==> src/rtl/amou_pkg.sv <==
// Shared types and constants for the RV32A atomic memory operation unit.
// Used by amou_alu, amou_ctrl and atomic_memory_op_unit; depends on nothing.

package amou_pkg;

  localparam int unsigned XLEN = 32;
  localparam int unsigned REG_W = 5;
  localparam int unsigned OP_W = 5;

  // Byte strobe of a full-word access: all four bytes.
  localparam logic [3:0] FULL_STROBE = 4'b1111;

  localparam logic [OP_W-1:0] OP_ADD  = 5'b00000;
  localparam logic [OP_W-1:0] OP_SWAP = 5'b00001;
  localparam logic [OP_W-1:0] OP_LR   = 5'b00010;
  localparam logic [OP_W-1:0] OP_SC   = 5'b00011;
  localparam logic [OP_W-1:0] OP_XOR  = 5'b00100;
  localparam logic [OP_W-1:0] OP_OR   = 5'b01000;
  localparam logic [OP_W-1:0] OP_AND  = 5'b01100;
  localparam logic [OP_W-1:0] OP_MIN  = 5'b10000;
  localparam logic [OP_W-1:0] OP_MAX  = 5'b10100;
  localparam logic [OP_W-1:0] OP_MINU = 5'b11000;
  localparam logic [OP_W-1:0] OP_MAXU = 5'b11100;

  localparam logic REQ_ISSUE    = 1'b0;
  localparam logic REQ_RESPONSE = 1'b1;

  typedef enum logic [1:0] {
    STAGE_IDLE  = 2'd0,
    STAGE_READ  = 2'd1,
    STAGE_WRITE = 2'd2
  } stage_t;

  typedef struct packed {
    logic            req_type;
    logic [OP_W-1:0] op_code;
    logic [REG_W-1:0] dest_reg;
    logic [XLEN-1:0] address;
    logic [XLEN-1:0] source_value;
    logic [XLEN-1:0] mem_data;
    logic            store_ready;
  } in_item_t;

  typedef struct packed {
    logic             accepted;
    logic             mem_req_valid;
    logic             mem_req_store;
    logic [XLEN-1:0]  mem_req_addr;
    logic [XLEN-1:0]  mem_req_data;
    logic             wb_valid;
    logic [REG_W-1:0] wb_reg;
    logic [XLEN-1:0]  wb_value;
    logic             busy_res;
    logic             error;
  } out_item_t;

  function automatic logic is_rmw(input logic [OP_W-1:0] op);
    logic r;
    case (op) inside
      OP_ADD, OP_SWAP, OP_XOR, OP_OR, OP_AND,
      OP_MIN, OP_MAX, OP_MINU, OP_MAXU: r = 1'b1;
      default:                          r = 1'b0;
    endcase
    return r;
  endfunction

endpackage

==> src/rtl/atomic_memory_op_unit.sv <==
// RV32A atomic memory operation unit, top level.
// Each item passes an input register and then a result register; throughput 1
// item per cycle while result_ready holds, set by the single pass through the
// sequencer between the two registers.
// Reset (synchronous, rst high) empties both registers, idles the stage and
// drops the reservation. Depends on amou_pkg and amou_ctrl.

module atomic_memory_op_unit (
  input  logic                clk,
  input  logic                rst,
  input  logic                item_valid,
  output logic                item_ready,
  input  amou_pkg::in_item_t  item,
  output logic                result_valid,
  input  logic                result_ready,
  output amou_pkg::out_item_t result
);

  logic                in_valid_q;
  amou_pkg::in_item_t  in_q;
  amou_pkg::out_item_t res_comb;
  logic                fire;

  // advance when the held item can move into a free or draining result slot
  assign fire       = in_valid_q && (!result_valid || result_ready);
  assign item_ready = !in_valid_q || fire;

  amou_ctrl u_ctrl (
    .clk  (clk),
    .rst  (rst),
    .fire (fire),
    .item (in_q),
    .res  (res_comb)
  );

  always_ff @(posedge clk) begin
    if (rst) begin
      in_valid_q   <= 1'b0;
      result_valid <= 1'b0;
    end else begin
      if (item_ready) begin
        in_valid_q <= item_valid;
      end
      if (fire) begin
        result_valid <= 1'b1;
      end else if (result_ready) begin
        result_valid <= 1'b0;
      end
    end
  end

  always_ff @(posedge clk) begin
    if (item_ready && item_valid) begin
      in_q <= item;
    end
    if (fire) begin
      result <= res_comb;
    end
  end

endmodule

==> src/rtl/amou_alu.sv <==
// Read-modify-write combine unit: merges the old memory word with the operand.
// Depends on amou_pkg for opcodes and widths.

module amou_alu (
  input  logic [amou_pkg::OP_W-1:0] op,
  input  logic [amou_pkg::XLEN-1:0] old_word,
  input  logic [amou_pkg::XLEN-1:0] operand,
  output logic [amou_pkg::XLEN-1:0] new_word
);

  logic lt_signed;
  logic lt_unsigned;

  assign lt_signed   = $signed(old_word) < $signed(operand);
  assign lt_unsigned = old_word < operand;

  always_comb begin
    unique case (op)
      amou_pkg::OP_ADD:  new_word = old_word + operand;
      amou_pkg::OP_SWAP: new_word = operand;
      amou_pkg::OP_XOR:  new_word = old_word ^ operand;
      amou_pkg::OP_OR:   new_word = old_word | operand;
      amou_pkg::OP_AND:  new_word = old_word & operand;
      amou_pkg::OP_MIN:  new_word = lt_signed ? old_word : operand;
      amou_pkg::OP_MAX:  new_word = lt_signed ? operand : old_word;
      amou_pkg::OP_MINU: new_word = lt_unsigned ? old_word : operand;
      // maxu, and anything that never reaches the write path
      default:           new_word = lt_unsigned ? operand : old_word;
    endcase
  end

endmodule

==> src/rtl/amou_ctrl.sv <==
// Operation sequencer: stage, pending operation and LR reservation state,
// plus the per-item decision logic. Depends on amou_pkg and amou_alu.

module amou_ctrl (
  input  logic                clk,
  input  logic                rst,
  input  logic                fire,
  input  amou_pkg::in_item_t  item,
  output amou_pkg::out_item_t res
);

  amou_pkg::stage_t                 stage, stage_next;
  logic [amou_pkg::OP_W-1:0]        pending_op, pending_op_next;
  logic [amou_pkg::REG_W-1:0]       pending_dest, pending_dest_next;
  logic [amou_pkg::XLEN-1:0]        pending_addr, pending_addr_next;
  logic [amou_pkg::XLEN-1:0]        pending_operand, pending_operand_next;
  logic                             reservation_valid, reservation_valid_next;
  logic [amou_pkg::XLEN-1:0]        reservation_addr, reservation_addr_next;

  logic [amou_pkg::XLEN-1:0] store_word;
  logic                      idle;
  logic                      sc_ok;

  amou_alu u_alu (
    .op       (pending_op),
    .old_word (item.mem_data),
    .operand  (pending_operand),
    .new_word (store_word)
  );

  assign idle  = (stage != amou_pkg::STAGE_READ) && (stage != amou_pkg::STAGE_WRITE);
  assign sc_ok = reservation_valid && (reservation_addr == item.address);

  always_comb begin
    stage_next             = stage;
    pending_op_next        = pending_op;
    pending_dest_next      = pending_dest;
    pending_addr_next      = pending_addr;
    pending_operand_next   = pending_operand;
    reservation_valid_next = reservation_valid;
    reservation_addr_next  = reservation_addr;
    res                    = '0;
    res.accepted           = 1'b1;

    if (item.req_type == amou_pkg::REQ_ISSUE) begin
      if (!idle) begin
        res.accepted = 1'b0;
      end else if (item.op_code == amou_pkg::OP_SC) begin
        if (sc_ok && !item.store_ready) begin
          res.accepted = 1'b0;
        end else if (!sc_ok) begin
          // fail at once, no memory traffic
          res.wb_valid           = 1'b1;
          res.wb_reg             = item.dest_reg;
          res.wb_value           = amou_pkg::XLEN'(1);
          reservation_valid_next = 1'b0;
          pending_op_next        = item.op_code;
          pending_dest_next      = item.dest_reg;
          stage_next             = amou_pkg::STAGE_IDLE;
        end else begin
          res.mem_req_valid = 1'b1;
          res.mem_req_store = 1'b1;
          res.mem_req_addr  = item.address;
          res.mem_req_data  = item.source_value;
          pending_op_next   = item.op_code;
          pending_dest_next = item.dest_reg;
          stage_next        = amou_pkg::STAGE_WRITE;
        end
      end else if (item.op_code == amou_pkg::OP_LR || amou_pkg::is_rmw(item.op_code)) begin
        if (!item.store_ready) begin
          res.accepted = 1'b0;
        end else begin
          res.mem_req_valid = 1'b1;
          res.mem_req_addr  = item.address;
          pending_op_next   = item.op_code;
          pending_dest_next = item.dest_reg;
          pending_addr_next = item.address;
          if (item.op_code != amou_pkg::OP_LR) begin
            pending_operand_next = item.source_value;
          end
          stage_next = amou_pkg::STAGE_READ;
        end
      end else begin
        res.error = 1'b1;
      end
    end else begin
      if (idle) begin
        res.error = 1'b1;
      end else if (pending_op == amou_pkg::OP_LR) begin
        if (stage == amou_pkg::STAGE_READ) begin
          reservation_valid_next = 1'b1;
          reservation_addr_next  = pending_addr;
          res.wb_valid           = 1'b1;
          res.wb_reg             = pending_dest;
          res.wb_value           = item.mem_data;
          stage_next             = amou_pkg::STAGE_IDLE;
        end else begin
          res.error = 1'b1;
        end
      end else if (pending_op == amou_pkg::OP_SC) begin
        if (stage == amou_pkg::STAGE_WRITE) begin
          res.wb_valid           = 1'b1;
          res.wb_reg             = pending_dest;
          reservation_valid_next = 1'b0;
          stage_next             = amou_pkg::STAGE_IDLE;
        end else begin
          res.error = 1'b1;
        end
      end else if (amou_pkg::is_rmw(pending_op)) begin
        if (stage == amou_pkg::STAGE_READ) begin
          // the load data goes back to the register and the merged word out
          if (!item.store_ready) begin
            res.accepted = 1'b0;
          end else begin
            res.wb_valid      = 1'b1;
            res.wb_reg        = pending_dest;
            res.wb_value      = item.mem_data;
            res.mem_req_valid = 1'b1;
            res.mem_req_store = 1'b1;
            res.mem_req_addr  = pending_addr;
            res.mem_req_data  = store_word;
            stage_next        = amou_pkg::STAGE_WRITE;
          end
        end else begin
          stage_next = amou_pkg::STAGE_IDLE;
        end
      end else begin
        res.error = 1'b1;
      end
    end

    res.busy_res = (stage_next == amou_pkg::STAGE_READ) ||
                   (stage_next == amou_pkg::STAGE_WRITE);
  end

  always_ff @(posedge clk) begin
    if (rst) begin
      stage             <= amou_pkg::STAGE_IDLE;
      pending_op        <= '0;
      pending_dest      <= '0;
      pending_addr      <= '0;
      pending_operand   <= '0;
      reservation_valid <= 1'b0;
      reservation_addr  <= '0;
    end else if (fire) begin
      stage             <= stage_next;
      pending_op        <= pending_op_next;
      pending_dest      <= pending_dest_next;
      pending_addr      <= pending_addr_next;
      pending_operand   <= pending_operand_next;
      reservation_valid <= reservation_valid_next;
      reservation_addr  <= reservation_addr_next;
    end
  end

endmodule
==> config.mk <==
export PLATFORM = sky130hd
export DESIGN_NAME = atomic_memory_op_unit
export DESIGN_NICKNAME = d
export VERILOG_FILES = /design/src/rtl/amou_pkg.sv /design/src/rtl/atomic_memory_op_unit.sv /design/src/rtl/amou_alu.sv /design/src/rtl/amou_ctrl.sv
export SDC_FILE = /design/constraint.sdc
export NUM_CORES = 1
export LEC_CHECK = 0
export ABC_AREA = 1
export BUFFER_PORTS_ARGS = -buffer_cell sky130_fd_sc_hd__buf_2
export CAP_MARGIN = 20
export CORE_MARGIN = 2
export CORE_UTILIZATION = 45
export CTS_BUF_LIST = sky130_fd_sc_hd__clkbuf_2
export DETAILED_ROUTE_END_ITERATION = 16
export GPL_ROUTABILITY_DRIVEN = 0
export PLACE_DENSITY = 0.69
export SLEW_MARGIN = 20
export SYNTH_ARGS = -nofsm -noshare
export SYNTH_HDL_FRONTEND = slang
export SYNTH_SLANG_ARGS = --single-unit
==> constraint.sdc <==
create_clock -name clk -period 9 [get_ports clk]
set_clock_uncertainty 0.2 [all_clocks]
set_input_delay 0.45 -clock clk [delete_from_list [all_inputs] [get_ports clk]]
set_output_delay 0.45 -clock clk [all_outputs]
set_load 0.005 [all_outputs]
==> flow_metrics.py <==
metrics = {
    "synth": {
        "netlist_top_cells_count": "nand2_1 (573), nor2_1 (260), o21ai_0 (231), inv_1 (220), edfxtp_1 (215)",
        "synth-seq-cells": 326,
        "synthTopCellsByArea": "edfxtp_1 (34%), dfxtp_1 (12%), nand2_1 (11%)",
        "synth_most_common_cell": "nand2_1",
        "synth_top_area_share_pct": 34.4,
        "syn_avg_cell_area_um2": 7.81,
        "syn-instance-count": 2406,
        "ys_warn_count": 0,
        "ys_seq_area_share_pct": 46.2,
        "yosysTopAreaCell": "edfxtp_1",
        "syn_nets": 2618,
        "ys_types": 49,
        "synth-edff-count": 215,
        "ys_async_sr_fraction_pct": 0,
        "synthFlopType": "edfxtp_1",
        "syn-cell-area_mm2": 0.0188,
    },
    "drt": {
        "wl_per_cell_um": 17.3,
        "firstDrtPassIters": 7,
        "via_count": 18800,
        "routed_wirelength_um": 60200,
        "ant_nets": 0,
        "drt_iter0_drc": 1597,
        "drc_errors": 0,
        "viasPerCell": 5.42,
    },
    "floorplanning": {
        "die_h_um": 208,
        "dieWidth_um": 208,
        "coreArea_mm2": 0.0410,
        "die-area_mm2": 0.0434,
        "io_pins": 221,
        "rows": 74,
        "start_util_pct": 45.8,
    },
    "worst_setup_path": {
        "worstSetupPathType": "reg2reg",
        "required_ns": 9.59,
        "reg2reg_from": "in_q[31]$_DFFE_PP_",
        "startpoint_type": "flip-flop",
        "end_kind": "flip-flop",
        "reg2reg_depth": 16,
        "arrival_ns": 5.23,
        "crit_fanout": 67,
        "cp-startpoint": "in_q[31]$_DFFE_PP_",
    },
    "sta": {
        "finalHoldViolCount": 0,
        "rsz0062_at_grt": "no",
        "period_share_pct": 51.6,
        "setup_viol": 0,
        "max_freq_mhz": 215,
        "slew_viol_final": 0,
        "period_minus_slack_ns": 4.64,
        "setup_tns_ns": 0,
        "timing.slew.headroom_pct": 27.0,
        "tightest_slew_ns": 1.09,
        "setup_slack_ns": 4.36,
    },
    "clock_tree": {
        "cts_tree": "yes",
        "ctsHoldBuffers": 223,
        "ctsRootBufferMaster": "clkbuf_2",
        "cts_num_sinks": 326,
        "htree_levels": 3,
        "clk-insertion-delay-late_ns": 1.13,
        "cts_resized": 0,
        "clk_pin_slew_worst_paths_ns": 0.10,
        "cts-buffers-inserted": 87,
        "post_cts_buffers": 0,
        "clk_path_buf_depth": 3,
    },
    "grt": {
        "grt.total_usage_pct": 27.1,
        "grt_first_pass_wirelength_um": 94700,
        "busiest_layer": "met2",
        "antenna_found_initial": 9,
        "grt_max_degree": 110,
        "met1_usage_pct": 31.6,
        "grt-ovfl-total": 0,
        "use_met2_pct": 46.8,
        "grt_pass1_vias": 18600,
        "met3_usage_pct": 6.72,
    },
    "hold_path": {
        "hold_path.class": "reg2reg",
        "hold_start": "u_ctrl.reservation_addr[17]$_SDFFE_PP0P_",
        "min_path_cells": 2,
    },
    "outcome": {
        "status": "finished clean",
    },
    "layout": {
        "fin_nets": 3065,
        "area_growth_pct": 24.4,
        "fin_util_pct": 57.0,
        "final_layout_size_suffix_gt1_share_pct": 14.2,
    },
    "pwr": {
        "power_density_mw_per_mm2": 140,
        "peakVddDrop_v": 0.000136,
        "power.leakage_nw": 10.5,
    },
    "flow_run": {
        "cap_violations": 0,
    },
    "placement": {
        "dpl_worst_slack_ns": 4.15,
        "io_buffers": 220,
        "post-dp-hpwl_um": 38000,
    },
}
==> area by class of cell <==
cell class	instances	area [um^2]
Inverter	231	872
Multi-Input combinational cell	1747	8820
Fill cell	3773	17600
Timing Repair Buffer	460	3470
Sequential cell	326	8680
Clock buffer	128	641
Tap cell	532	666
Clock inverter	33	195
Antenna cell	16	40.0
==> worst max-delay path, stage by stage, from the launching register on <==
cell and delay [ns]:
edfxtp_1 0.46, inv_1 0.17, ha_1 0.32, nor2_2 0.14, nand3_1 0.12, nor2_2 0.23
and3_1 0.20, nand2_2 0.29, nand2_2 0.15, buf_4 0.64, nand2_1 0.27, nand2_4 0.61
nand2_1 0.12, nand3_1 0.12, nand3b_1 0.09, nand2_1 0.08, nand2_1 0.05
==> power by group <==
part	internal [mW]	switching, mW	total (mW)
logic	0.195	0.301	0.496
clock network	0.443	0.656	1.10
registers	1.65	0.0349	1.69
==> cells by family (layout without fill, tap and decap cells) <==
logic type	Yosys count	in the layout	synth area share [%]
other	0	16	0
flip-flops	326	326	46.2
AO/OA/AOI/OAI	505	505	14.2
AND/OR/NAND/NOR	1128	1128	25.0
adder cells (fa/ha/maj)	100	100	6.70
XOR/XNOR	14	14	0.652
buffers and inverters	333	852	7.24
==> cell usage in the layout (no fill, tap or decap), drive strengths merged, types with 3 or more instances in the layout <==
master / instances
a211oi: 3
a21o: 4
a21oi: 212
a221oi: 6
a31oi: 3
buf: 237
clkbuf: 128
clkinv: 28
dfxtp: 111
diode: 16
dlygate4sd3: 223
edfxtp: 215
ha: 99
inv: 232
nand2: 576
nand3: 196
nand3b: 6
nand4: 18
nor2: 265
nor3: 49
nor4: 4
o2111ai: 4
o211ai: 7
o21a: 6
o21ai: 232
o22ai: 24
or2: 10
xnor2: 7
xor2: 7
==> flip-flops by register name (all words and copies together), names as in the netlist <==
signal	count
u_ctrl.pending_dest	5
u_ctrl.pending_addr	32
in_valid_q	1
u_ctrl.pending_op	5
in_q	108
u_ctrl.stage	2
result	107
result_valid	1
u_ctrl.reservation_valid	1
u_ctrl.reservation_addr	32
u_ctrl.pending_operand	32
==> stage by stage <==
step           cell area, um^2  hold WS [ns]  cells  total power, mW
5_1_grt                  23400         0.194   3472             3.45
6_report                 23400         0.277   3473             3.28
2_1_floorplan            18800         0.244   2406             1.99
4_1_cts                  23300         0.252   3456             3.30
3_5_place_dp             20200         0.266   3072             2.13
3_3_place_gp             20200         0.254   3072             2.12
==> path summary, 6_finish.rpt <==
| path | slack (ns) | end |
|---|---|---|
| worst min-delay path | 0.28 | u_ctrl.reservation_addr[17]$_SDFFE_PP0P_ |
| worst max-delay path | 4.36 | result[51]$_DFFE_PP_ |
| worst max register to register | 4.36 | result[51]$_DFFE_PP_ |
| worst min register to register | 0.28 | u_ctrl.reservation_addr[17]$_SDFFE_PP0P_ |
==> metal layers <==
layer,vias to the layer above,wire (um)
met5,-,0
met4,0,2460
met3,198,4490
met2,818,29500
met1,8767,23700
li1,9038,-
No activity file was read; power rests on OpenSTA's default activity.
